## config.mk

```make
export PLATFORM = sky130hd
export DESIGN_NAME = gqr_row_cell
export DESIGN_NICKNAME = d
export VERILOG_FILES = /design/src/sv/gqr_row_cell.sv
export SDC_FILE = /design/constraint.sdc
export NUM_CORES = 1
export LEC_CHECK = 0
export BUFFER_PORTS_ARGS = -buffer_cell sky130_fd_sc_hd__clkbuf_2
export CAP_MARGIN = 20
export CORE_ASPECT_RATIO = 2
export CORE_MARGIN = 3
export CORE_UTILIZATION = 62
export DETAILED_ROUTE_END_ITERATION = 6
export PLACE_DENSITY_LB_ADDON = 0.3
export REMOVE_ABC_BUFFERS = 1
export SLEW_MARGIN = 20
export SYNTH_ARGS = -nofsm -noshare
export SYNTH_HDL_FRONTEND = slang
export SYNTH_SLANG_ARGS = --single-unit
```

## constraint.sdc

```tcl
create_clock -name clk -period 1.07 [get_ports clk]
set_input_delay 0.0535 -clock clk [delete_from_list [all_inputs] [get_ports clk]]
set_output_delay 0.0535 -clock clk [all_outputs]
set_load 0.05 [all_outputs]
```

## src/sv/gqr_row_cell.sv

```systemverilog
// ----------------------------------------------------------------------------
// gqr_row_cell
// One matrix row held as a circular shift line; the head element is exposed.
// ----------------------------------------------------------------------------
module gqr_row_cell #(
  parameter int LEN = 8,
  parameter int DW  = 32
) (
  input  logic                 clk,
  input  logic                 shift,
  input  logic signed [DW-1:0] din,
  output logic signed [DW-1:0] head
);

  logic signed [DW-1:0] elem [LEN];

  always_ff @(posedge clk) begin
    if (shift) begin
      for (int e = 0; e < LEN - 1; e++) begin
        elem[e] <= elem[e+1];
      end
      elem[LEN-1] <= din;
    end
  end

  assign head = elem[0];

endmodule

```

==> impl_metrics.yaml <==
power_and_ir_drop:
  powerDensity_nw_per_um2: 2028
  p_int_mw: 15.87
  vdd_ir_drop_max_uv: 1560
  switchingPower_mw: 3.540
  swShare: 0.1824
  combPwrFrac: 0.040
  power_leakage_nw: 3.384
  p_total_mw: 19.41
  p_seq_frac: 0.613
  pwr-share-clk: 0.347
clock_tree:
  cts_sinks: 256
  clkTransAtPathRegs_ns: 0.06
  numCtsBuffers: 20
  clock_latency_ns: 0.48
  cts_root_buffer: "clkbuf_16"
  cts_setup_buffers: 0
  cts_max_level: 1
  clk_path_buf_depth: 3
  cts_tree: "yes"
finish:
  reg_top3: "elem: 256 flops"
  largest_reg_flops: 256
  num_antenna_cells: 0
  fin_cells: 545
  fin_nets: 420
  largest-register: "elem"
  drive_above_1_share: 0.2487
  multi_input_area_um2: 0
  multi_input_cells: 0
  syn_to_final_growth_pct: 20.74
  fin_area_um2: 9572
yosys:
  syn_area_um2: 7928
  synth_top_area_frac: 0.9697
  syn-instance-count: 288
  synth_area_leader_cell: "edfxtp_1"
  ys_warn_count: 0
  synth_edf_count: 256
  async_flop_share: 0
  synth_area_leaders: "edfxtp_1, buf_4"
  synth.distinct_cells: 2
  synth_most_common_cell: "edfxtp_1"
  synth-seq-area-share: 0.9697
  yosys_register_bits: 256
  synth_ff_type: "edfxtp_1"
  syn_avg_cell_area_um2: 27.53
  yosys-top-cells-count: "edfxtp_1, buf_4"
routing:
  ant_nets: 0
  wl_per_cell_um: 14.50
  remaining_drc_errors: 0
  drt_first_iter_violations: 179
  first_pass_iters: 4
  num_vias: 2702
  drt-total-wl_um: 7901
  via_per_inst: 4.958
global_route:
  met2_usage: 0.1936
  gr-usage-met1: 0.1453
  gr-total-overflow: 0
  grt_max_degree: 41
  grt_pass1_wl_um: 13050
  antenna_found_initial: 0
  grt_pass1_vias: 2777
  grt_most_used_layer: "met2"
  gr-usage-met3: 0.02532
  grtUsageTotal: 0.1176
sta:
  slew_violations: 0
  fin_setup_tns_ns: -0.8680
  hold_viol_final: 0
  maxSlewHeadroom: 0.8588
  timing.fmax_mhz: 891.6
  worst_slack_ns: -0.05162
  setup_viol: 32
  tightest_slew_ns: 0.2117
  fin_crit_ns: 1.122
  fin_crit_sh: 1.048
  rsz0062_at_grt: "true"
  fin_skew_ns: 0.005836
worst_setup_path:
  crit_fanout: 1
  slowest_stage: "edfxtp_1"
  start_kind: "flip-flop"
  cp_cell_sequence: "buf_8"
  cp-end-kind: "output pin"
  ff2ff_setup_slack_ns: 0.43
  critical_path_class: "flip-flop to output pin"
  cp_top_family: "flip-flops"
  cpPeakStageDelay_ns: 0.41
  worst_ep_arrival_time_ns: 1.07
  critPathBufInv: 1
  required_ns: 1.02
floorplanning:
  num_io_pins: 66
  die_w_um: 85.96
  coreArea_um2: 12340
  die_area_um2: 14260
  start_util: 0.6425
  die_y_um: 165.9
  num_rows: 57
place:
  io_buffers: 65
  gp_congestion: 0.5808
  dp.cells: 478
  dp_slack_ns: 0.2042
  dp.final_hpwl_um: 3935
  place_area_um2: 8357
run:
  drv_cap: 0
outcome:
  status: "complete, but fails checks"
  violations: "negative setup slack"
hold_path:
  hold_class: "input port to flip-flop"
cell families (layout without fill, tap and decap cells):
| family | count (synthesis) | in the layout | share of synthesized area |
|---|---|---|---|
| flip-flops | 256 | 256 | 0.9697 |
| buffers and inverters | 32 | 142 | 0.03030 |
final cells by class:
class / instances / area, um^2
clock buffer: 26 / 544.3
clock inverter: 8 / 58.81
fill: 596 / 2766
sequential: 256 / 7687
tap: 147 / 183.9
timing repair buffer: 108 / 1097
layer usage:
layer | share of wire | wire length [um]
met5 | 0 | 0
met4 | 0.037 | 293
met3 | 0.046 | 366
met2 | 0.53 | 4183
met1 | 0.39 | 3057
placed cells by master (no fill, tap or decap):
| cell | Yosys | routed |
|---|---|---|
| buf_12 | 0 | 6 |
| clkinv_2 | 0 | 2 |
| buf_8 | 0 | 2 |
| clkbuf_1 | 0 | 5 |
| clkbuf_8 | 0 | 31 |
| clkbuf_2 | 0 | 32 |
| buf_4 | 32 | 4 |
| clkbuf_16 | 0 | 21 |
| clkinv_1 | 0 | 5 |
| edfxtp_1 | 256 | 256 |
| bufinv_16 | 0 | 1 |
| dlygate4sd3_1 | 0 | 33 |
final timing paths:
kind                from          end  cells after the start
max          elem[0][29]     head[29]                      1
min reg2reg  elem[1][33]   elem[1][1]                      0
max reg2reg  elem[1][10]  elem[0][42]                      0
min              din[31]  elem[3][63]                      2
stage by stage:
step	hold slack, ns	utilization
2_1_floorplan	0.1524	-
3_3_place_gp	0.2297	0.6773
3_5_place_dp	0.2321	0.6773
4_1_cts	0.2642	0.7757
5_1_grt	0.2744	0.7758
6_report	0.2806	0.7758
power groups by stage:
stage / registers (mW) / logic (mW) / clock network, mW
after global placement: 12.0 / 0.568 / 0
after CTS: 11.9 / 0.781 / 7.00
final: 11.9 / 0.782 / 6.74
after global routing: 11.9 / 0.831 / 7.39
after detailed placement: 12.1 / 0.591 / 0
after floorplan: 12.3 / 0 / 0
repair_timing:
item / in CTS / in global routing
hold buffers: 33 / 0
endpoints found under the setup margin: 32 / 32
gates resized for setup: 64 / 1
pin swaps: 0 / 0
hold endpoints to repair: 42 / 0
No activity file was read; power rests on OpenSTA's default activity.
