### src/sv/gqr_pkg.sv
// ----------------------------------------------------------------------------
// gqr_pkg
// Shared widths, codes and status types of the Givens QR core.
// ----------------------------------------------------------------------------
package gqr_pkg;

  localparam int IN_W  = 32;
  localparam int OUT_W = 32;
  localparam int THR_W = 31;
  localparam int IDX_W = 2;

  localparam logic [THR_W-1:0] THR_RESET = 31'd17;

  typedef enum logic {
    MAT_R = 1'b0,
    MAT_Q = 1'b1
  } mat_sel_t;

  typedef struct packed {
    logic busy;
    logic done;
  } unit_stat_t;

endpackage

### src/sv/gqr_sqrt.sv
// ----------------------------------------------------------------------------
// gqr_sqrt
// Root of a sum of squares: shift-add squaring, then one root bit a cycle.
// ----------------------------------------------------------------------------
module gqr_sqrt import gqr_pkg::*; #(
  parameter int DW = 32
) (
  input  logic                 clk,
  input  logic                 rst,
  input  logic                 start,
  input  logic signed [DW-1:0] a,
  input  logic signed [DW-1:0] b,
  output unit_stat_t           stat,
  output logic        [DW-1:0] root
);

  localparam int CW = $clog2(DW + 1);
  localparam logic [DW-1:0] MAXV = {1'b0, {(DW-1){1'b1}}};

  typedef enum logic [1:0] {
    SQ_IDLE,
    SQ_SQUARE,
    SQ_ROOT
  } state_t;

  state_t          state;
  logic            done;
  logic [CW-1:0]   cnt;
  logic [DW-1:0]   ma_r;
  logic [DW-1:0]   mb_r;
  logic [2*DW-1:0] ms_a;
  logic [2*DW-1:0] ms_b;
  logic [2*DW-1:0] acc;
  logic [2*DW-1:0] acc_next;
  logic [2*DW-1:0] nreg;
  logic [DW:0]     rem;
  logic [DW-1:0]   root_r;
  logic [DW-1:0]   mag_a;
  logic [DW-1:0]   mag_b;
  logic [DW+2:0]   rem_sh;
  logic [DW+2:0]   trial;

  always_comb begin
    mag_a    = a[DW-1] ? DW'(-a) : DW'(a);
    mag_b    = b[DW-1] ? DW'(-b) : DW'(b);
    acc_next = acc + (ma_r[0] ? ms_a : '0) + (mb_r[0] ? ms_b : '0);
    rem_sh   = {rem, nreg[2*DW-1 -: 2]};
    trial    = {1'b0, root_r, 2'b01};
  end

  always_ff @(posedge clk) begin
    if (rst) begin
      state <= SQ_IDLE;
      done  <= 1'b0;
    end else begin
      done <= 1'b0;
      unique case (state)
        SQ_IDLE: begin
          if (start) begin
            ma_r  <= mag_a;
            mb_r  <= mag_b;
            ms_a  <= {{DW{1'b0}}, mag_a};
            ms_b  <= {{DW{1'b0}}, mag_b};
            acc   <= '0;
            cnt   <= '0;
            state <= SQ_SQUARE;
          end
        end
        SQ_SQUARE: begin
          acc  <= acc_next;
          ma_r <= ma_r >> 1;
          mb_r <= mb_r >> 1;
          ms_a <= ms_a << 1;
          ms_b <= ms_b << 1;
          if (cnt == CW'(DW - 1)) begin
            nreg   <= acc_next;
            rem    <= '0;
            root_r <= '0;
            cnt    <= '0;
            state  <= SQ_ROOT;
          end else begin
            cnt <= cnt + 1'b1;
          end
        end
        SQ_ROOT: begin
          nreg <= nreg << 2;
          if (rem_sh >= trial) begin
            rem    <= (DW+1)'(rem_sh - trial);
            root_r <= {root_r[DW-2:0], 1'b1};
          end else begin
            rem    <= (DW+1)'(rem_sh);
            root_r <= {root_r[DW-2:0], 1'b0};
          end
          if (cnt == CW'(DW - 1)) begin
            state <= SQ_IDLE;
            done  <= 1'b1;
          end else begin
            cnt <= cnt + 1'b1;
          end
        end
        default: state <= SQ_IDLE;
      endcase
    end
  end

  assign root      = (root_r > MAXV) ? MAXV : root_r;
  assign stat.busy = (state != SQ_IDLE);
  assign stat.done = done;

endmodule

### config.mk
export PLATFORM = sky130hd
export DESIGN_NAME = gqr_sqrt
export DESIGN_NICKNAME = d
export VERILOG_FILES = /design/src/sv/gqr_pkg.sv /design/src/sv/gqr_sqrt.sv
export SDC_FILE = /design/constraint.sdc
export NUM_CORES = 1
export LEC_CHECK = 0
export BUFFER_PORTS_ARGS = -buffer_cell sky130_fd_sc_hd__clkbuf_2
export CAP_MARGIN = 0
export CELL_PAD_IN_SITES_DETAIL_PLACEMENT = 0
export CELL_PAD_IN_SITES_GLOBAL_PLACEMENT = 1
export CORE_AREA = 2 2 280 282
export DETAILED_ROUTE_END_ITERATION = 8
export DIE_AREA = 0 0 282 284
export PLACE_DENSITY = 0.67
export REMOVE_ABC_BUFFERS = 1
export SLEW_MARGIN = 15
export SYNTH_ARGS = -nofsm -noshare
export SYNTH_HDL_FRONTEND = slang
export SYNTH_SLANG_ARGS = --single-unit
### constraint.sdc
create_clock -name clk -period 26.4 [get_ports clk]
set_clock_uncertainty 0.2 [all_clocks]
set_input_delay 5.28 -clock clk [delete_from_list [all_inputs] [get_ports clk]]
set_output_delay 5.28 -clock clk [all_outputs]
set_load 0.01 [all_outputs]
==> results of run 1 <==
[state kept, by name, indices dropped and copies added (netlist names)]
name / cells
rem: 33
nreg: 64
ms_a: 64
root_r: 32
acc: 64
mb_r: 32
cnt: 6
ms_b: 64
ma_r: 32
state: 2
done: 1
[stage by stage]
stage	instance area [um^2]	hold slack [ps]	cells	util (%)	total power [mW]
2_1_floorplan	24000	296	2304	-	2.23
3_3_place_gp	26000	306	3459	33.7	2.55
3_5_place_dp	26000	314	3459	33.7	2.57
4_1_cts	27500	328	3545	35.8	3.25
5_1_grt	27500	345	3546	35.8	3.48
6_report	27500	326	3546	35.8	3.22
[cells by family (layout without fill, tap and decap cells)]
logic type / after synthesis / after routing / synth area share [%]
adder cells (fa/ha/maj): 168 / 168 / 10.6
other: 1 / 1 / 0.0153
XOR/XNOR: 152 / 152 / 5.45
AND/OR/NAND/NOR: 812 / 812 / 16.2
AO/OA/AOI/OAI: 554 / 554 / 13.4
buffers and inverters: 304 / 393 / 4.73
multiplexers: 32 / 32 / 1.33
flip-flops: 394 / 394 / 48.3
[layer usage]
metal	track usage, %	vias to the layer above
li1	-	8546
met1	18.6	8315
met2	23.4	255
met3	2.03	76
met4	3.35	0
met5	0	-
[cells in the final DEF, fill, tap and decap left out, drive strengths merged, types with 6 or more instances in the layout]
| cell type | instances |
|---|---|
| a211oi | 12 |
| a21o | 48 |
| a21oi | 233 |
| a31oi | 12 |
| and2 | 196 |
| and3 | 12 |
| buf | 16 |
| bufinv | 6 |
| clkbuf | 159 |
| clkinv | 17 |
| edfxtp | 391 |
| fa | 64 |
| ha | 104 |
| inv | 191 |
| mux2i | 29 |
| nand2 | 198 |
| nand2b | 6 |
| nand3 | 37 |
| nand4 | 22 |
| nor2 | 252 |
| nor2b | 15 |
| nor3 | 22 |
| o211ai | 11 |
| o21a | 10 |
| o21ai | 141 |
| o21bai | 20 |
| o31ai | 23 |
| o41ai | 9 |
| or3 | 13 |
| or4 | 14 |
| xnor2 | 107 |
| xor2 | 45 |
[power by group through the flow]
stage | clock network, mW | registers (mW) | logic, mW
2_1_floorplan | 0 | 1.09 | 1.14
3_3_place_gp | 0 | 1.06 | 1.50
3_5_place_dp | 0 | 1.06 | 1.51
4_1_cts | 0.675 | 1.05 | 1.52
5_1_grt | 0.700 | 1.07 | 1.72
6_report | 0.658 | 1.05 | 1.51
[layout make-up]
| type | instances | area [um^2] |
|---|---|---|
| Fill cell | 7727 | 49400 |
| Sequential cell | 394 | 11800 |
| Multi-Input combinational cell | 1719 | 11500 |
| Tap cell | 1040 | 1300 |
| Clock buffer | 59 | 1220 |
| Inverter | 191 | 717 |
| Timing Repair Buffer | 116 | 621 |
| Clock inverter | 27 | 338 |
[worst register-to-register path: cells and delay by family (launching register included)]
family	cells	cell delay, ps
buf+inv	3	660
xor+xnor	1	220
flops	1	330
fa+ha+maj	3	1040
simple gates	2	420
compound gates	8	2320
[worst min path at each step]
| stage | start | to | slack (ps) | depth (start not counted) |
|---|---|---|---|---|
| CTS | nreg[32] | nreg[34] | 330 | 2 |
| global route | ma_r[1] | ma_r[0] | 350 | 1 |
| detailed placement | nreg[32] | nreg[34] | 310 | 2 |
| finish | nreg[32] | nreg[34] | 330 | 2 |
| floorplan | ma_r[27] | ma_r[26] | 300 | 2 |
| global placement | ma_r[1] | ma_r[0] | 310 | 1 |
==> impl_metrics.yaml, run 1 <==
global_routing:
  grt_pass1_vias: 17809
  grt.total_usage_pct: 13.9
  grt_max_degree: 90
  grt_antenna_before_repair: 0
  grt_pass1_wl_um: 91600
  grt-ovfl-total: 0
setup_path:
  path_depth: 9
  r2r-end: "nreg[45]"
  critPathMaxFanout: 6
  rr_worst_depth: 17
  critical_path_arrival_ps: 8220
  path_cells: "clkbuf_2 -> or4_4 -> or4_4 -> or4_4 -> or4_1 -> o41ai_2 -> xnor2_1 -> nor2_1 -> a21oi_1"
  max_stage_delay_ps: 650
  regToRegSetupSlack_ps: 20920
  cp.required_ps: 26520
  startpoint_type: "input pin"
  criticalPathCategory: "in2reg"
  crit_path_end_kind: "flip-flop"
  cp_common_cell: "or4_4"
  crit_start: "b[4]"
  endpoint: "ms_b[30]"
  r2r-start: "mb_r[0]"
  worst-path-buf-inv: 1
  path_delay_family: "simple AND/OR/NAND/NOR gates"
  slowest_stage: "or4_1"
timing:
  slew_viol_final: 0
  fin_crit_sh_pct: 30.7
  rsz0062_at_grt: "no"
  setup_ws_ps: 18300
  finalSetupTns_ps: 0
  max_slew_margin_pct: 29.5
  finalSetupViolCount: 0
  layout_min_cycle_time_ps: 8100
  hold_violations: 0
  max_clock_freq_ghz: 0.123
  tightest_slew_ps: 1060
detailed_routing:
  drtIter0Drc: 1051
  routedWlPerCell_um: 15.6
  drcViolationCount: 0
  wl_met3_um: 1890
  routed_wl_um: 55400
  avgViaCountPerCell: 4.85
  routed-wl-met2_um: 26100
  dr.pass1.iters: 6
  ant_nets: 0
  wirelength_met1_um: 26300
  topRoutingLayerUsed: "met4"
  vias: 17192
synthesis:
  yosysWarnings: 0
  ys_ff_latch: 394
  yosys-top-cells-count: "edfxtp_1, nor2_1, a21oi_1, nand2_1, and2_1"
  syn-instance-count: 2417
  syn_avg_cell_area_um2: 10.1
  synth_top_area_share_pct: 48.1
  async_flop_share_pct: 0
  synth.area.top_cells: "edfxtp_1, ha_1, fa_1"
  synthDistinctLibCells: 68
  yosysSeqAreaShare_pct: 48.3
  synth_edf_count: 391
  syn_area_um2: 24400
  synth_top_cell_by_area: "edfxtp_1"
  ys.flop_type: "edfxtp_1"
  synth_most_common_cell: "edfxtp_1"
finish:
  drive_gt1_share_pct: 8.46
  area_delta_synth_final_pct: 12.7
  antenna_cells: 0
  fin_nets: 2703
power:
  leakage_nw: 10.7
  power_frac_clock_pct: 20.4
  comb_power_share_pct: 47.0
  internal_power_mw: 1.93
  vdd_drop_max_mv: 0.0558
  p_sw_mw: 1.29
  p_sw_share_pct: 40.1
  seq_power_share_pct: 32.5
  power.density_nw_per_um2: 117
clocking:
  clk_latency_ps: 600
  ctsResizeCount: 0
  cts_tree: "yes"
  cts_setup_buffers: 0
  cts_buffers: 46
  cts.sinks: 394
  clock-root-buffer: "clkbuf_16"
  htreeDepth: 2
  clock_path_buffers: 3
  clk_pin_slew_worst_paths_ps: 60
  hold_buffers: 0
place:
  port_buffers: 99
  dp_hpwl_um: 39200
  pre_cts_ws_ps: 17650
  routabilityCongestion: 0.863
job:
  cap_violations: 0
floorplan:
  dieHeight_um: 284
  fp.dieArea_um2: 80100
  num_io_pins: 101
  start_util_pct: 31.8
  rows: 102
  die_width_um: 282
  core_um2: 77000
outcome:
  status: "finished, final reports clean"
hold_path:
  hold_class: "reg2reg"
No activity file was read; power rests on OpenSTA's default activity.
==> run 2: changes to the inputs <==
- PLACE_DENSITY: 0.67 -> 0.69
- clock period: 26.4 -> 7 ns (I/O delays scaled with it)
==> run 2 against run 1 <==
- global-route usage rose by 0.15 points
- largest cell class unchanged
- largest power group unchanged
- first-iteration DRC count rose by 8.1%
- non-clock buffer count fell by 1
- clock power rose to 3.4 times the previous value
- critical path depth rose by 5
==> impl_metrics.yaml, run 2 (synthesis gave the netlist of run 1 again) <==
floorplan:
  core_um2: 77000
  num_io_pins: 101
  rows: 102
  fp.dieArea_um2: 80100
  die_width_um: 282
  start_util_pct: 31.8
  dieHeight_um: 284
clocking:
  clk_latency_ps: 590
  cts_tree: "yes"
  clk_pin_slew_worst_paths_ps: 60
  cts_setup_buffers: 0
  clock_path_buffers: 3
  ctsResizeCount: 0
  cts_buffers: 45
  cts.sinks: 394
  htreeDepth: 2
  clock-root-buffer: "clkbuf_16"
  hold_buffers: 0
finish:
  antenna_cells: 0
  utilization_pct: 35.6
  final_common_cell: "edfxtp_1"
  fin_area_um2: 27400
  mostFrequentLayoutCells: "edfxtp_1, nor2_1, a21oi_1"
  fillers: 7799
  fin_nets: 2701
  fin_cells: 3539
  area_delta_synth_final_pct: 12.0
  drive_gt1_share_pct: 8.08
global_routing:
  grt.total_usage_pct: 14.0
  grt_pass1_vias: 17796
  grt_antenna_before_repair: 0
  grt-busiest-layer: "met2"
  grt_max_degree: 149
  use_met1_pct: 18.6
  grt_pass1_wl_um: 92400
  grtUsageMet3_pct: 2.18
  use_met2_pct: 23.6
  grt-ovfl-total: 0
detailed_routing:
  ant_nets: 0
  avgViaCountPerCell: 4.89
  drcViolationCount: 0
  routed_wl_um: 56100
  drtIter0Drc: 1136
  vias: 17310
  dr.pass1.iters: 7
  routedWlPerCell_um: 15.9
timing:
  tightest_slew_ps: 1140
  rsz0062_at_grt: "no"
  hold_violations: 0
  finalSetupViolCount: 0
  fin_crit_sh_pct: 73.7
  max_clock_freq_ghz: 0.194
  layout_min_cycle_time_ps: 5160
  slew_viol_final: 0
  finalSetupTns_ps: 0
  max_slew_margin_pct: 23.8
power:
  p_sw_share_pct: 41.0
  comb_power_share_pct: 48.2
  leakage_nw: 10.7
  internal_power_mw: 7.07
  vdd_drop_max_mv: 0.201
  power_frac_clock_pct: 18.7
  p_sw_mw: 4.91
  power.density_nw_per_um2: 438
  seq_power_share_pct: 33.1
  total_power_mw: 12.0
setup_path:
  criticalPathCategory: "reg2reg"
  cp.required_ps: 7080
  crit_path_end_kind: "flip-flop"
  startpoint_type: "flip-flop"
  critical_path_arrival_ps: 5240
  critPathMaxFanout: 31
place:
  dp_hpwl_um: 39600
  placed_cell_area_um2: 26000
  placedCellCount: 3457
  port_buffers: 99
  routabilityCongestion: 0.885
job:
  cap_violations: 0
outcome:
  status: "finished, final reports clean"
hold_path:
  hold_class: "reg2reg"
## run 2: routing by layer
metal	vias up	share of wire, %
li1	8537	-
met1	8327	46
met5	-	0
met2	366	47
met4	0	2.2
met3	80	4.5
## run 2: worst paths after layout
check                               from        to  slack, ps  cells after the start
worst max-delay path             ma_r[0]  nreg[62]       1840                     14
worst min-delay path            nreg[47]  nreg[49]        320                      2
worst max register to register   ma_r[0]  nreg[62]       1840                     14
worst min register to register  nreg[47]  nreg[49]        320                      2
## run 2: cell type report
class	instances	area, um^2	area share (%)
Sequential cell	394	11800	43.1
Clock inverter	22	188	0.686
Clock buffer	58	1170	4.29
Timing Repair Buffer	115	656	2.40
Inverter	191	717	2.62
Tap cell	1040	1300	4.75
Multi-Input combinational cell	1719	11500	42.1
## run 2: per-stage QoR
stage | worst slack, ps | hold WS (ps)
after floorplan | -9360 | 296
after global placement | 1660 | 300
after detailed placement | 1540 | 314
after CTS | 1490 | 328
after global routing | 1600 | 346
final | 1840 | 325
## run 2: critical path, stage by stage (launching register included)
cell and delay [ps]:
edfxtp_1 640, buf_8 240, and2_1 180, fa_1 430, ha_1 390, and3_1 250, nand3_1 90, o21ai_0 110
o21ai_0 400, a211oi_1 170, o21ai_0 750, o21ai_0 370, a31oi_1 320, xor2_1 210, o21ai_0 90
## run 2: power by group through the flow
stage / logic (mW) / registers (mW) / clock network, mW
global route: 6.54 / 4.04 / 2.39
floorplan: 4.29 / 4.13 / 0
CTS: 5.79 / 3.99 / 2.31
finish: 5.78 / 3.97 / 2.24
global placement: 5.69 / 4.03 / 0
detailed placement: 5.74 / 4.03 / 0
==> run 3: changes to the inputs <==
- clock period: 7 -> 4.45 ns (I/O delays scaled with it)
==> run 3 against run 2 <==
- cell count grew 2.1%
- count of clock-buffer cells in the layout shrank 3
- sequential cell count is the same
- combinational power grew 70%
- largest cell class unchanged
- highest routed layer unchanged
==> impl_metrics.yaml, run 3 (synthesis gave the netlist of run 1 again) <==
power:
  leakage_nw: 11.1
  power.density_nw_per_um2: 702
  vdd_drop_max_mv: 0.386
  total_power_mw: 19.8
floorplan:
  num_io_pins: 101
  fp.dieArea_um2: 80100
  rows: 102
  die_width_um: 282
  core_um2: 77000
  start_util_pct: 31.8
  dieHeight_um: 284
finish:
  drive_gt1_share_pct: 11.7
  antenna_cells: 0
  final_common_cell: "edfxtp_1"
  mostFrequentLayoutCells: "edfxtp_1, nor2_1, a21oi_1"
  register_area_um2: 11800
  fin_cells: 3615
  fin_nets: 2774
  area_delta_synth_final_pct: 15.5
  utilization_pct: 36.7
  multi_input_area_um2: 11700
  fin_area_um2: 28200
  fillers: 7733
timing:
  layout_min_cycle_time_ps: 4370
  fin_crit_sh_pct: 98.1
  finalSetupViolCount: 0
  tightest_slew_ps: 991
  hold_violations: 0
  max_slew_margin_pct: 33.9
  hold_slack_ps: 319
  max_clock_freq_ghz: 0.229
  finalSetupTns_ps: 0
  rsz0062_at_grt: "yes"
  setup_ws_ps: 83.4
  slew_viol_final: 0
clocking:
  hold_buffers: 0
  cts_buffers: 46
  clock_path_buffers: 3
  cts.sinks: 394
  cts_tree: "yes"
  clk_latency_ps: 620
  htreeDepth: 2
  clock-root-buffer: "clkbuf_16"
  clk_pin_slew_worst_paths_ps: 60
detailed_routing:
  routedWlPerCell_um: 15.7
  avgViaCountPerCell: 4.88
  dr.pass1.iters: 5
  ant_nets: 0
  drcViolationCount: 0
  vias: 17636
  routed_wl_um: 56800
  drtIter0Drc: 913
setup_path:
  max_stage_delay_ps: 460
  crit_path_end_kind: "flip-flop"
  critical_path_arrival_ps: 4440
  path_delay_family: "compound AO/OA/AOI/OAI gates"
  rr_worst_depth: 16
  worst-path-buf-inv: 3
  cp.required_ps: 4530
  slowest_stage: "fa_1"
  path_cells: "buf_12 -> and2_1 -> fa_1 -> ha_1 -> buf_4 -> nand4_1 -> nor3_2 -> nand4_1 -> o21ba_2 -> o211ai_1 -> a21oi_1 -> nor3_2 -> buf_4 -> o21ai_0 -> xnor2_1 -> a21oi_1"
  crit_start: "ma_r[0]"
  startpoint_type: "flip-flop"
  r2r-start: "ma_r[0]"
  r2r-end: "nreg[63]"
  criticalPathCategory: "reg2reg"
  regToRegSetupSlack_ps: 80
  path_depth: 16
  critPathMaxFanout: 34
  endpoint: "nreg[63]"
global_routing:
  grt-ovfl-total: 0
  grt.total_usage_pct: 14.1
  grt_pass1_wl_um: 92900
  grt_max_degree: 176
  grt_antenna_before_repair: 0
  grt_pass1_vias: 17950
job:
  cap_violations: 0
place:
  port_buffers: 99
  placedCellCount: 3530
  dp_hpwl_um: 40800
  placed_cell_area_um2: 26600
  pre_cts_ws_ps: -130
  routabilityCongestion: 0.851
hold_path:
  hold_class: "reg2reg"
  whs_path_depth: 2
outcome:
  status: "finished, final reports clean"
==> run 3: cell types whose count changed in the layout (fill, tap and decap cells not counted), sizes merged <==
cell      before  now
clkinv        19   22
inv          191  192
clkinvlp       1    2
clkbuf       157  154
buf           16   88
bufinv         2    4
==> run 3: how the worst min path moves through the flow <==
stage               slack (ps)      from  endpoint
global placement           300  ma_r[31]  ma_r[30]
detailed placement         310   mb_r[1]   mb_r[0]
global route               360  nreg[49]  nreg[51]
floorplan                  300  ma_r[27]  ma_r[26]
CTS                        320  nreg[43]  nreg[45]
finish                     320  nreg[43]  nreg[45]
==> run 3: power by group <==
group | switching [mW] | leakage [nW] | total, mW | internal (mW)
registers | 0.393 | 3.70 | 6.23 | 5.84
clock network | 1.59 | 0.711 | 3.76 | 2.17
logic | 5.99 | 6.66 | 9.83 | 3.84
total | 7.97 | 11.1 | 19.8 | 11.8
==> run 3: what timing repair did <==
action,4_1_cts,5_1_grt
endpoints found under the setup margin,12,35
setup buffers,0,1
gates resized for setup,3,38
pin swaps,1,4
==> run 3: final cells by class <==
type / count / area share [%]
clock buffer: 55 / 4.28
clock inverter: 29 / 0.971
inverter: 191 / 2.54
multi-input combinational: 1719 / 41.4
sequential: 394 / 41.8
tap: 1040 / 4.61
timing repair buffer: 187 / 4.39
==> run 3: routing by layer <==
layer / track usage [%] / vias to the layer above / wire [um]
met3: 2.36 / 62 / 2270
met1: 18.7 / 8578 / 26300
met4: 3.28 / 0 / 986
li1: - / 8678 / -
met2: 23.8 / 318 / 27200
met5: 0 / - / 0
==> run 3: worst reg2reg max path: stages, from the launching register on <==
cell	delay [ps]
edfxtp_1	410
buf_12	180
and2_1	190
fa_1	460
ha_1	350
buf_4	150
nand4_1	170
nor3_2	300
nand4_1	130
o21ba_2	300
o211ai_1	150
a21oi_1	240
nor3_2	80
buf_4	160
o21ai_0	280
xnor2_1	190
a21oi_1	100
