==> config.mk <==
export PLATFORM = sky130hd
export DESIGN_NAME = gqr_div
export DESIGN_NICKNAME = d
export VERILOG_FILES = /design/src/sv/gqr_pkg.sv /design/src/sv/gqr_div.sv
export SDC_FILE = /design/constraint.sdc
export NUM_CORES = 1
export LEC_CHECK = 0
export BUFFER_PORTS_ARGS = -buffer_cell sky130_fd_sc_hd__buf_2
export CAP_MARGIN = 20
export CORE_ASPECT_RATIO = 0.5
export CORE_MARGIN = 4
export CORE_UTILIZATION = 35
export CTS_CLUSTER_DIAMETER = 200
export DETAILED_ROUTE_END_ITERATION = 6
export GPL_ROUTABILITY_DRIVEN = 0
export PLACE_DENSITY = 0.51
export SLEW_MARGIN = 20
export SYNTH_ARGS = -nofsm -noshare
export SYNTH_HDL_FRONTEND = slang
export SYNTH_SLANG_ARGS = --single-unit
==> constraint.sdc <==
create_clock -name clk -period 14.6 [get_ports clk]
set_input_delay 1.46 -clock clk [delete_from_list [all_inputs] [get_ports clk]]
set_output_delay 1.46 -clock clk [all_outputs]
set_load 0.01 [all_outputs]
==> src/sv/gqr_pkg.sv <==
// ----------------------------------------------------------------------------
// gqr_pkg
// Shared widths, codes and status types of the Givens QR core.
// ----------------------------------------------------------------------------
package gqr_pkg;

  localparam int IN_W  = 32;
  localparam int OUT_W = 32;
  localparam int THR_W = 31;
  localparam int IDX_W = 2;

  localparam logic [THR_W-1:0] THR_RESET = 31'd17;

  typedef enum logic {
    MAT_R = 1'b0,
    MAT_Q = 1'b1
  } mat_sel_t;

  typedef struct packed {
    logic busy;
    logic done;
  } unit_stat_t;

endpackage

==> src/sv/gqr_div.sv <==
// ----------------------------------------------------------------------------
// gqr_div
// Fixed-point fraction divide, one quotient bit a cycle, round half away.
// ----------------------------------------------------------------------------
module gqr_div import gqr_pkg::*; #(
  parameter int DW = 32
) (
  input  logic                 clk,
  input  logic                 rst,
  input  logic                 start,
  input  logic signed [DW-1:0] num,
  input  logic        [DW-1:0] den,
  output unit_stat_t           stat,
  output logic signed [DW-1:0] quo
);

  localparam int FB = DW - 8;
  localparam int CW = $clog2(FB + 1);
  localparam logic [DW-1:0] MAXV = {1'b0, {(DW-1){1'b1}}};

  typedef enum logic {
    DV_IDLE,
    DV_RUN
  } state_t;

  state_t        state;
  logic          done;
  logic          neg;
  logic [CW-1:0] cnt;
  logic [DW:0]   rem;
  logic [FB+1:0] q;
  logic [DW-1:0] mag;
  logic [DW:0]   rem_sh;
  logic [FB+2:0] q_inc;
  logic [DW-1:0] q_rnd;
  logic [DW-1:0] q_sat;

  always_comb begin
    mag    = num[DW-1] ? DW'(-num) : DW'(num);
    rem_sh = {rem[DW-1:0], 1'b0};
    q_inc  = (FB+3)'(q) + 1'b1;
    q_rnd  = DW'(q_inc[FB+2:1]);
    q_sat  = (q_rnd > MAXV) ? MAXV : q_rnd;
    quo    = neg ? -$signed(q_sat) : $signed(q_sat);
  end

  always_ff @(posedge clk) begin
    if (rst) begin
      state <= DV_IDLE;
      done  <= 1'b0;
    end else begin
      done <= 1'b0;
      unique case (state)
        DV_IDLE: begin
          if (start) begin
            neg <= num[DW-1];
            cnt <= '0;
            if (mag >= den) begin
              rem <= (DW+1)'(mag - den);
              q   <= (FB+2)'(1);
            end else begin
              rem <= (DW+1)'(mag);
              q   <= '0;
            end
            state <= DV_RUN;
          end
        end
        DV_RUN: begin
          if (rem_sh >= {1'b0, den}) begin
            rem <= rem_sh - {1'b0, den};
            q   <= {q[FB:0], 1'b1};
          end else begin
            rem <= rem_sh;
            q   <= {q[FB:0], 1'b0};
          end
          if (cnt == CW'(FB)) begin
            state <= DV_IDLE;
            done  <= 1'b1;
          end else begin
            cnt <= cnt + 1'b1;
          end
        end
        default: state <= DV_IDLE;
      endcase
    end
  end

  assign stat.busy = (state != DV_IDLE);
  assign stat.done = done;

endmodule

==> results list, run 1 <==
* Run status: completed
* Largest fanout on the critical path: 45
- Pin placement for this block handled 101 I/O pins.
* Yosys Warn Count: 0
- Die X: about 230 um
- In the routed design, unresolved DRC markers number 0.
* Cell count after synthesis: 1122
- Required time at the worst-slack endpoint: 14.66 ns
* Class of the tightest hold or removal check: flop to flop
- Non-filler instance count after layout: 1529
- Overflow left after global routing: 0
- FF+latch count, synth: 66
* Unrepaired setup endpoints after global routing: false
* Final Hold Vio Count: 0
- Cell repeated most along the worst path: sky130_fd_sc_hd__or3_4
- sky130_fd_sc_hd__a21oi_1 is the most common cell in the netlist.
- After detailed routing, the number of vias per cell comes to 5.69.
* Critical Setup Path Class: input pin to flop
- For this configuration, the core starts out at a cell density of 36.3%.
- The clock net in this run drives a total of 66 sinks.
- The critical path starts at num[2].
- The first global-routing pass estimated 44.1 mm of wire.
- Counting every net in the synthesized netlist gives 1260.
- The most used flip-flop cell after synthesis is sky130_fd_sc_hd__edfxtp_1.
- Aggregate global-route resource usage: around a fifth
- Setup violations remaining at the end of the flow were counted as 0.
- Buffers placed on the I/O ports in this run total 100.
- Transition at the pin with the smallest max-transition slack: 1.02 ns
- In this run, the number of DRC markers left after iteration 0 of detailed routing was 789.
* FP Rows: 40
* Routed WL per cell: 18.5 um
- The initial antenna violation count is 1.
- Final cycle utilization of the critical path: between 40% and 50%
- In this run the deepest clock path goes through 2 buffers.
- After synthesis, the netlist uses 74 different library cells.
- Max Freq: roughly 160 MHz
- In this run the static leakage power is 4.01 nW.
* Total inserted antenna cells: 0
* Resized Gates After CTS: 0
* Final core utilization: 40.6%
- Area fraction of the dominant cell type after synthesis: 21.6%
- Sort of element at the start of the critical path: input pin
- The largest single stage delay on the critical path is approximately 0.53 ns.
- Area of the placeable core: 24500 um^2
- In the synthesized netlist the async set-or-reset flop fraction comes to 0%.
- Pin count of the biggest net entering global routing: 61
* Max-slew violation total from the final report: 0
- Overall via count from detail_route: 8703
- The design draws 0.000898 W.
* Kind of end point of the critical path: flop
* Post-Place Cell Area: 9670 um^2
* Number of buffers inserted to repair setup after CTS: 0
- The startpoint identified for the worst register-to-register timing path is rem[8]$_DFFE_PP_.
- Pwr per Cell Area: between 90 and 100 nW/um^2
* Hold path startpoint: cnt[0]$_SDFFCE_PN0P_
- Detailed-router iteration count before antenna repair: 5
* Arrival @ worst endpoint: 6.48 ns
* Area enclosed by the die boundary: 28200 um^2
- The floorplan step set the die height to 121 um.
- Setup tns final: 0 ns
* HPWL reported at the end of detailed placement: between 20 and 25 mm
- The H-tree generated during clock tree synthesis spans 3 levels.
* Sequential cell area fraction in the yosys report: 22.0%
* Via count of the first global-routing pass: 7967
- After clock tree synthesis, the clock-pin slew on the worst setup and hold paths is 0.06 ns.
- The number of placed instances, taps included, is between 1500 and 2000.
- After routing the design area is 9950 um^2.
- Summed instance area of the synthesized netlist: between 8000 and 9000 um^2
- Mean area per synthesized cell: 7.94 um^2
- Root buffer cell: sky130_fd_sc_hd__clkbuf_16
* CTS Buf Count: 9
* Share of cells above drive strength 1: 12.2%
* Post-Route WL: 28.3 mm
* Total of hold buffers inserted after clock tree synthesis: 0
- Total number of nets in the final design: ~1300
- Maximum clock skew at final layout: 0.00784 ns
* Max-cap violations: 0
- The slowest stage of the critical path is the sky130_fd_sc_hd__or4_4 cell.
* Cell types occupying the most area after synthesis: sky130_fd_sc_hd__edfxtp_1 (22%), sky130_fd_sc_hd__ha_1 (9.7%), sky130_fd_sc_hd__xnor2_1 (8.3%)
- Area overhead of the layout relative to synthesis: 11.8%
- Number of enable-type register cells in the synthesized netlist: 64
* Cells along the critical path: buf_2, nor3_1, nand3_1, or3_4, or3_4, or4_4, o21ai_1, xnor2_1, ha_1, a211o_1, a31oi_1, o211ai_1, nand2_1, buf_4, nor2_1, a211oi_1, a311oi_1
- The worst pin sits at a relative slew slack of approximately a third.
- Post-DRT Antenna Nets: 0
* Top cells by instance count after synthesis: sky130_fd_sc_hd__a21oi_1 (93), sky130_fd_sc_hd__xnor2_1 (84), sky130_fd_sc_hd__nand2_1 (81)
- TritonCTS built the clock tree.
* Post-synth top area cell: sky130_fd_sc_hd__edfxtp_1
* Tmin final: 6.43 ns
- Worst-skew pair later-pin latency: 0.34 ns
- IR analysis of the VDD net gives a maximum drop of 0.0000482 V.
[worst paths after layout]
path / end / depth (start not counted) / slack (ns)
hold reg to reg: cnt[0]$_SDFFCE_PN0P_ / 1 / 0.62
hold / removal: cnt[0]$_SDFFCE_PN0P_ / 1 / 0.62
setup / recovery: rem[11]$_DFFE_PP_ / 17 / 8.17
setup reg to reg: rem[27]$_DFFE_PP_ / 11 / 10.33
[flip-flops by register name (all words and copies together) (netlist names)]
register and count:
rem 32, q 26, neg 1, cnt 5
done 1, state 1
[critical path: cells and delay by family]
family                     cells  cell delay (ns)
adders and majority gates      1             0.37
buffers and inverters          2             0.60
and+or+nand+nor                7             2.44
xor gates and xnor gates       1             0.22
AOI/OAI and AO/OA              6             1.38
[cell families (layout without fill, tap and decap cells)]
kind of cell               count (synthesis)  in the layout  share of synthesized area (%)
and+or+nand+nor                          371            371                           21.8
xor gates and xnor gates                 128            128                           12.6
DFF                                       66             66                           22.0
muxes                                     16             16                           1.81
adders and majority gates                 71             71                           10.1
AOI/OAI and AO/OA                        359            359                           26.7
buffers and inverters                    111            182                           4.94
[through the flow]
step / setup WS [ns] / hold WS (ns)
after floorplan: 8.95 / 0.579
after global placement: 7.96 / 0.606
after detailed placement: 7.90 / 0.615
after CTS: 8.26 / 0.624
after global routing: 7.88 / 0.662
final: 8.17 / 0.619
[placed cells by master, fill, tap and decap left out, drive strengths merged, types with 15 or more instances in the layout]
cell type  instances
o21ai             73
buf              106
a211oi            31
a21oi             93
xor2              44
a31oi             17
xnor2             84
nand4             19
ha                69
edfxtp            64
nor3              22
nand2             81
inv               60
and3              16
nand3             46
and2              36
mux2i             15
nor2              73
a21o              35
o21a              16
[cell type report]
class,instances,area [um^2]
Inverter,60,225
Multi-Input combinational cell,945,6510
Clock inverter,5,55.1
Sequential cell,66,1960
Tap cell,336,420
Clock buffer,11,233
Timing Repair Buffer,106,546
Fill cell,2521,14600
[layer usage]
layer / global-route usage, % / part of all wire [%] / up-vias
li1: - / - / 4292
met1: 30.4 / 51 / 4108
met2: 28.1 / 41 / 284
met3: 3.48 / 7.4 / 19
met4: 3.26 / 0.80 / 0
met5: 0 / 0 / -
[power by group]
group / switching, W / internal (W) / leakage, nW / total (W)
sequential: 0.0000180 / 0.000233 / 0.634 / 0.000251
combinational: 0.000260 / 0.000170 / 3.24 / 0.000430
clock: 0.0000847 / 0.000132 / 0.137 / 0.000216
(Power assumes the default switching activity.)
==> inputs of run 2 (changes only) <==
Settings changed: PLACE_DENSITY 0.51 to 0.53.
Clock period 14.6 ns to 5.7 ns, I/O delays scaled along.
==> run 2 against run 1 <==
Non-clock buffer count is 8 higher. Clock skew is 0.0029 ns lower. Global-route usage hardly changed. Flip-flop and latch count stayed put. Count of clock-buffer cells in the layout is 1 lower. Sequential share of layout area is 0.30 points lower. Register-to-register slack worse by 8.8 ns. Sequential power grew to 2.6 times the previous value. Critical path type unchanged. Critical endpoint is now rem[21]$_DFFE_PP_. Largest power group unchanged. Highest routed layer unchanged.
==> results list, run 2 (synthesis gave the netlist of run 1 again) <==
- Run status: completed
* Cells along the critical path: buf_2, nor3_1, nand3_1, or3_4, or3_4, o31ai_1, xnor2_1, ha_1, a21o_1, a21o_1, a211o_1, a31oi_1, o211ai_1, nand2_1, buf_12, nor2_1, a211oi_1, a311oi_1
- Setup tns final: 0 ns
* Maximum clock skew at final layout: 0.00497 ns
* Pin count of the biggest net entering global routing: 61
- Detailed placement ended at an HPWL of 22.6 mm.
* Vias/cell: roughly 5.7
- Sort of element at the start of the critical path: input pin
- Data arrives at the worst endpoint at 5.00 ns.
* Post-route DRC violation count: 0
* Number of buffers inserted to repair setup after CTS: 0
* Highest-count cells in the layout ignoring fill and taps: sky130_fd_sc_hd__buf_2 (100), sky130_fd_sc_hd__a21oi_1 (93), sky130_fd_sc_hd__xnor2_1 (84)
* Post-Route WL: 28.1 mm
* Hold path startpoint: rst
* Deepest level of the CTS H-tree: 3
- For the pin with the worst max-slew slack, the measured transition is 0.936 ns.
* Switching power: 0.000931 W
- In the final layout, the registers with the most flip-flops are rem x32, q x26, cnt x5.
* Crit-path max cell delay: 0.42 ns
* Origin of the critical flop-to-flop path: rem[5]$_DFFE_PP_
* DRC marker count from the first detailed-route iteration: 765
* Fill cell total of the finished layout: 2542
* Critical Path Start: num[2]
- Post-DRT Antenna Nets: 0
* Combinational share of power: around 45%
- Once the clock tree was built, the resizer swapped 0 gates to a different size.
* Pwr per Cell Area: 242 nW/um^2
- Io pins: between 100 and 150
- The post-route netlist has 13.0% of its cells at a drive strength greater than 1.
- Critical Setup Path Class: input pin to flop
* Clock sink total: 66
- Register with the highest flop count: rem
- Via count of the first global-routing pass: 8122
- The first global-routing pass estimated 44.3 mm of wire.
* Initial antenna violation count: 0
- Routed WL per cell: around 18 um
- Die X: roughly 230 um
* Final cycle utilization of the critical path: 86.7%
- The cell family contributing the most delay on the critical path is simple AND/OR/NAND/NOR gates.
* Detailed-router iteration count before antenna repair: 5
- The net count of the finished layout is 1334.
* Clk pwr share: 28.7%
- Total of hold buffers inserted after clock tree synthesis: 0
- Overflow left after global routing: 0
- Worst slew margin relative to its limit: a little under two fifths
- The final route contains 8793 vias.
- Sequential cells account for 26.2% of the total power.
- The critical path contains buffers and inverters numbering 2 combined.
* Leading cell type in the layout, fill and taps excluded: sky130_fd_sc_hd__buf_2
- The die is 121 um tall.
* Unrepaired setup endpoints after global routing: false
- Worst-skew pair later-pin latency: 0.34 ns
- Final setup violation count: 0
* Area overhead of the layout relative to synthesis: 13.5%
* Max Buffers Root-to-Sink: 2
* Area of the placeable core: 24500 um^2
- In this run the worst path has a maximum fanout of 44.
- Max Freq: 202 MHz
- Across the run, the number of max-cap violations was 0.
* Aggregate global-route resource usage: 19.5%
- The worst setup path is captured at a flop.
- Across the VDD grid, the largest voltage drop is 0.000147 V.
- Clock-pin slew was measured on the worst setup and hold paths at ~0.06 ns.
- The worst path in the final design needs a cycle of 4.94 ns, including I/O delays and setup.
- Root buffer cell: sky130_fd_sc_hd__clkbuf_16
- Max-slew violation total from the final report: 0
- Pint: 0.00152 W
- Net switching is 38.1% of the power.
* Class of the tightest hold or removal check: input pin to flop
- Count of buffers inserted at the top-level ports: 100
- Area enclosed by the die boundary: 28200 um^2
- Buffers inserted during clock tree synthesis total 9.
- The register with the most flip-flops in the layout has 32 of them.
- Among all stages on the critical path, the largest delay is contributed by sky130_fd_sc_hd__or3_4.
- Required time at the worst-slack endpoint: roughly 5.8 ns
- Row generation in the floorplan step produced 40 rows.
* Starting density of the core: a little over a third
- Worst hold slack after final layout: 0.451 ns
- In this run the static leakage power is 4.09 nW.
- Final Hold Vio Count: 0
* CTS tree: built
## run 2: metrics by stage
stage          total power [W]  cell area, um^2  worst slack, ns  util, %  std cells
3_3_place_gp           0.00173             9740            0.542     39.7       1521
4_1_cts                0.00245            10100            0.787     41.2       1537
6_report               0.00245            10100            0.758     41.2       1538
2_1_floorplan          0.00144             8910            0.937        -       1122
3_5_place_dp           0.00174             9740            0.441     39.7       1521
5_1_grt                0.00261            10100            0.434     41.2       1537
## run 2: layer usage
layer  vias up  wire length, um  track usage (%)
li1       4331                -                -
met1      4231            14300             28.9
met2       210            11900             29.3
met3        21             1550             3.44
met4         0              380             4.37
met5         -                0                0
## run 2: cell type report
| cell class | instances | area [um^2] | area share (%) |
|---|---|---|---|
| inverters | 60 | 225 | 2.23 |
| clock inverters | 6 | 138 | 1.36 |
| clock buffers | 10 | 229 | 2.27 |
| repair buffers | 114 | 618 | 6.11 |
| multi-input cells | 945 | 6510 | 64.4 |
| flip-flops and latches | 66 | 1960 | 19.4 |
| well taps | 336 | 420 | 4.16 |
| diodes | 1 | 2.50 | 0.0248 |
## run 2: final timing paths
path	to	slack, ns	depth (start not counted)
max	rem[21]$_DFFE_PP_	0.76	18
min reg2reg	rem[25]$_DFFE_PP_	0.62	1
min	done$_SDFF_PP0_	0.45	2
max reg2reg	rem[26]$_DFFE_PP_	1.50	12
## run 2: power by group through the flow
stage	clock (W)	combinational [W]	sequential (W)
after floorplan	0	0.000812	0.000628
after global placement	0	0.00108	0.000651
after detailed placement	0	0.00108	0.000651
after CTS	0.000717	0.00109	0.000642
after global routing	0.000738	0.00123	0.000649
final	0.000702	0.00110	0.000642
## run 2: worst register-to-register path, stage by stage (launching register included)
cell and delay [ns]:
sky130_fd_sc_hd__edfxtp_1 0.41, sky130_fd_sc_hd__ha_1 0.38, sky130_fd_sc_hd__nand3_1 0.13, sky130_fd_sc_hd__a2111oi_0 0.60
sky130_fd_sc_hd__a211oi_1 0.11, sky130_fd_sc_hd__buf_4 0.18, sky130_fd_sc_hd__a2111oi_0 0.62, sky130_fd_sc_hd__o32ai_1 0.31
sky130_fd_sc_hd__a31oi_4 0.31, sky130_fd_sc_hd__buf_4 0.34, sky130_fd_sc_hd__nor2b_1 0.10, sky130_fd_sc_hd__a311oi_1 0.36
sky130_fd_sc_hd__a21oi_1 0.08
==> inputs of run 3 (changes only) <==
Settings changed: ABC_AREA set to 1.
==> run 3 against run 2 <==
Synthesized cell count increased by 53%. Critical endpoint is now rem[9]$_DFFE_PP_. First-iteration DRC count increased by 5.0%. Sequential share of layout area decreased by 2.0 points. Global-route usage increased by 1.9 points. Clock skew increased by 0.0019 ns. Maximum frequency increased by 11%. Worst hold slack improved by 0.0075 ns. Via count increased by 25%. Count of clock-buffer cells in the layout increased by 4. Cell count increased by 42%. Register-to-register slack improved by 0.56 ns. Design area increased by 11%.
==> results list, run 3 <==
- Relative to the synthesized area, the layout overhead comes to 11.4%.
- In the global route stage, overall resource usage came out at 21.4%.
- The number of pins exceeding their max-slew limit in the final report was 0.
* Area enclosed by the die boundary: 31800 um^2
- Top cells by instance count after synthesis: sky130_fd_sc_hd__nand2_1 (592), sky130_fd_sc_hd__inv_1 (235), sky130_fd_sc_hd__nor2_1 (179)
- Gates resized during post-CTS repair numbered 0.
- Share of cells above drive strength 1: between 9 and 10%
- In this run, placement finished with an instance count of 2172.
* Mean area per synthesized cell: a little under 6 um^2
* FP Rows: 43
- Max Freq: around 220 MHz
- The routed design has 34.1 mm of wire.
- Starting density of the core: 36.0%
- Final Hold Vio Count: 0
- The later pin in the worst-skew pair is clocked with a latency of 0.34 ns.
- The first global-routing pass estimated 53.7 mm of wire.
* Arrival @ worst endpoint: 4.53 ns
- Yosys Warn Count: 0
* Final cycle utilization of the critical path: 78.0%
- The library cell used most frequently in the layout, excluding fill and tap cells, is sky130_fd_sc_hd__nand2_1.
- Adding up every negative setup slack in the final design gives 0 ns.
- 0 antenna diodes ended up in the layout.
* Kind of end point of the critical path: flop
- Total number of nets in the final design: 1939
* CP Buf/Inv Count: 4
- The initial antenna violation count was 0.
* Cell with the most instances after synthesis: sky130_fd_sc_hd__nand2_1
- The tree is rooted in a sky130_fd_sc_hd__clkbuf_16.
- Largest fanout on the critical path: between 40 and 50
- Post-route DRC violation count: 0
- Leakage power total: 5.68 nW
- The mapped netlist covers 10100 um^2.
- Buffers inserted to repair hold after CTS numbered 0.
- Counting along the longest clock path gives a buffer depth of 2.
- Largest voltage drop on the vdd net: ~0.00011 V
- Proportion of synthesized flip-flops having asynchronous set or reset: 0%
- Area of the placeable core: 28000 um^2
- Tmin final: around 4.4 ns
- Max-cap violations in this run came to 0.
- The top cell type by area accounts for around 22% of the synthesized area.
- In the layout the commonest cells are sky130_fd_sc_hd__nand2_1 (592), sky130_fd_sc_hd__inv_1 (235), sky130_fd_sc_hd__nor2_1 (179).
- Entering global routing, the biggest net connects 65 pins.
* Vias/cell: about 5
* Register with the highest flop count: rem
- The design draws 0.00231 W.
- The cell count after synthesis came out at 1716.
- After synthesis, the cell types taking the most area are sky130_fd_sc_hd__nand2_1 (22%), sky130_fd_sc_hd__edfxtp_1 (19%), sky130_fd_sc_hd__inv_1 (8.7%).
- The path class of the tightest hold or removal check is input pin to flop.
* Post-synth top area cell: sky130_fd_sc_hd__nand2_1
- Main flop type after synthesis: sky130_fd_sc_hd__edfxtp_1
- The H-tree generated during clock tree synthesis spans 3 levels.
- Run status: completed
* Worst hold slack after final layout: 0.458 ns
* Die X: 248 um
- The routed layout has 11000 vias.
* Gate family responsible for the most delay along the worst path: simple AND/OR/NAND/NOR gates
- The first TritonRoute pass finished after 5 iterations.
- HPWL reported at the end of detailed placement: roughly 29 mm
- Post-DRT Antenna Nets: 0
* Die Height: 128 um
- Slowest cell on crit path: sky130_fd_sc_hd__nand2_2
- Clock edge transition at the registers on the reported setup and hold paths: 0.05 ns
* Final core utilization: 40.1%
* Sort of element at the start of the critical path: input pin
* Cell repeated most along the worst path: sky130_fd_sc_hd__nand2_1
- Top Registers: rem x32, q x26, cnt x5
* Clock sink total: 66
* Unrepaired setup endpoints after global routing: false
* Cells along the critical path: buf_2, inv_1, ha_1, nand3_1, nor2_1, nand2_1, nor2_1, nand2_1, nand2_1, xor2_1, inv_1, ha_1, a21oi_1, o21ai_0, a21oi_1, nor2_1, nor2_2, nand2_2, inv_2, nand3_1, nand3_1, nand2_1
- Yosys mapped a number of flops with a built-in enable equal to 64.
- Power spread over the standard cell area amounts to about 210 nW/um^2.
* Final setup violation count: 0
* DRC marker count from the first detailed-route iteration: 803
- Routed WL per cell: 15.6 um
* Crit-path max cell delay: 0.53 ns
- TritonCTS built the clock tree.
- Number of buffers inserted to repair setup after CTS: 0
- Summed over all layers, the global routing overflow is 0.
* FF+latch count, synth: between 60 and 70
- The register with the most flip-flops in the layout has 32 of them.
- Maximum clock skew at final layout: a little under 0.007 ns
- Port buffering added 100 buffers.
- CTS Buf Count: 9
- Sequential cell area fraction in the yosys report: 19.4%
- 101 I/O pins were placed.
* Distinct cell type count of the synthesized netlist: 44
- Worst slew margin relative to its limit: 28.7%
* Via count of the first global-routing pass: 10100
- Sequential Area: 1960 um^2
* Required time at the worst-slack endpoint: 5.79 ns
- Transition at the pin with the smallest max-transition slack: 1.07 ns
- The number of nets handed over by synthesis was ~1900.
* Critical Setup Path Class: input pin to flop
- Fill cell total of the finished layout: 3181
- The multi-input combinational cells in the finished layout cover a total of 7060 um^2.
* Non-filler instance count after layout: 2188
[run 3: cells by family after synthesis]
logic type	count (synthesis)	share of synthesized area [%]
compound gates	209	11.7
simple gates	1026	43.1
fa+ha+maj	71	8.95
flops	66	19.4
xor+xnor	70	6.08
buf+inv	274	10.6
[run 3: worst register-to-register path, stage by stage, from the launching register on]
cell and delay [ns]:
sky130_fd_sc_hd__edfxtp_1 0.39, sky130_fd_sc_hd__ha_1 0.39, sky130_fd_sc_hd__a21oi_1 0.28, sky130_fd_sc_hd__o21ai_1 0.13, sky130_fd_sc_hd__a21oi_1 0.23, sky130_fd_sc_hd__nor2_1 0.08, sky130_fd_sc_hd__nor2_2 0.34, sky130_fd_sc_hd__nand2_2 0.67
sky130_fd_sc_hd__nand2_1 0.60, sky130_fd_sc_hd__nand2_1 0.09, sky130_fd_sc_hd__o21ai_0 0.11, sky130_fd_sc_hd__nand2_1 0.07
[run 3: power by group]
| part | switching [W] | internal, W | leakage, nW | total (W) |
|---|---|---|---|---|
| clock network | 0.000205 | 0.000329 | 0.139 | 0.000534 |
| registers | 0.0000371 | 0.000598 | 0.637 | 0.000635 |
| logic | 0.000759 | 0.000383 | 4.90 | 0.00114 |
[run 3: routing by layer]
metal	up-vias	share of wire (%)	routed length, um	track usage [%]
met5	-	0	0	0
met4	0	2.2	763	5.47
met3	46	5.7	1950	2.24
met2	292	42	14300	33.4
met1	4918	50	17100	31.5
li1	5717	-	-	-
[run 3: area by class of cell]
cell class / instances / share of cell area, %
repair buffers: 104 / 4.72
well taps: 382 / 4.25
multi-input cells: 1376 / 62.9
clock inverters: 2 / 0.111
inverters: 244 / 8.16
flip-flops and latches: 66 / 17.5
clock buffers: 14 / 2.44
[run 3: through the flow]
stage	setup WS [ns]	area [um^2]
3_3_place_gp	0.943	11000
2_1_floorplan	1.35	10100
5_1_grt	0.794	11200
6_report	1.25	11200
3_5_place_dp	0.948	11000
4_1_cts	1.32	11200
[run 3: final timing paths]
kind / to / cells past startpoint / slack (ns) / start
min reg2reg: rem[5]$_DFFE_PP_ / 2 / 0.61 / rem[4]$_DFFE_PP_
min: done$_SDFF_PP0_ / 2 / 0.46 / rst
max: rem[9]$_DFFE_PP_ / 22 / 1.25 / num[0]
max reg2reg: rem[28]$_DFFE_PP_ / 11 / 2.06 / rem[23]$_DFFE_PP_
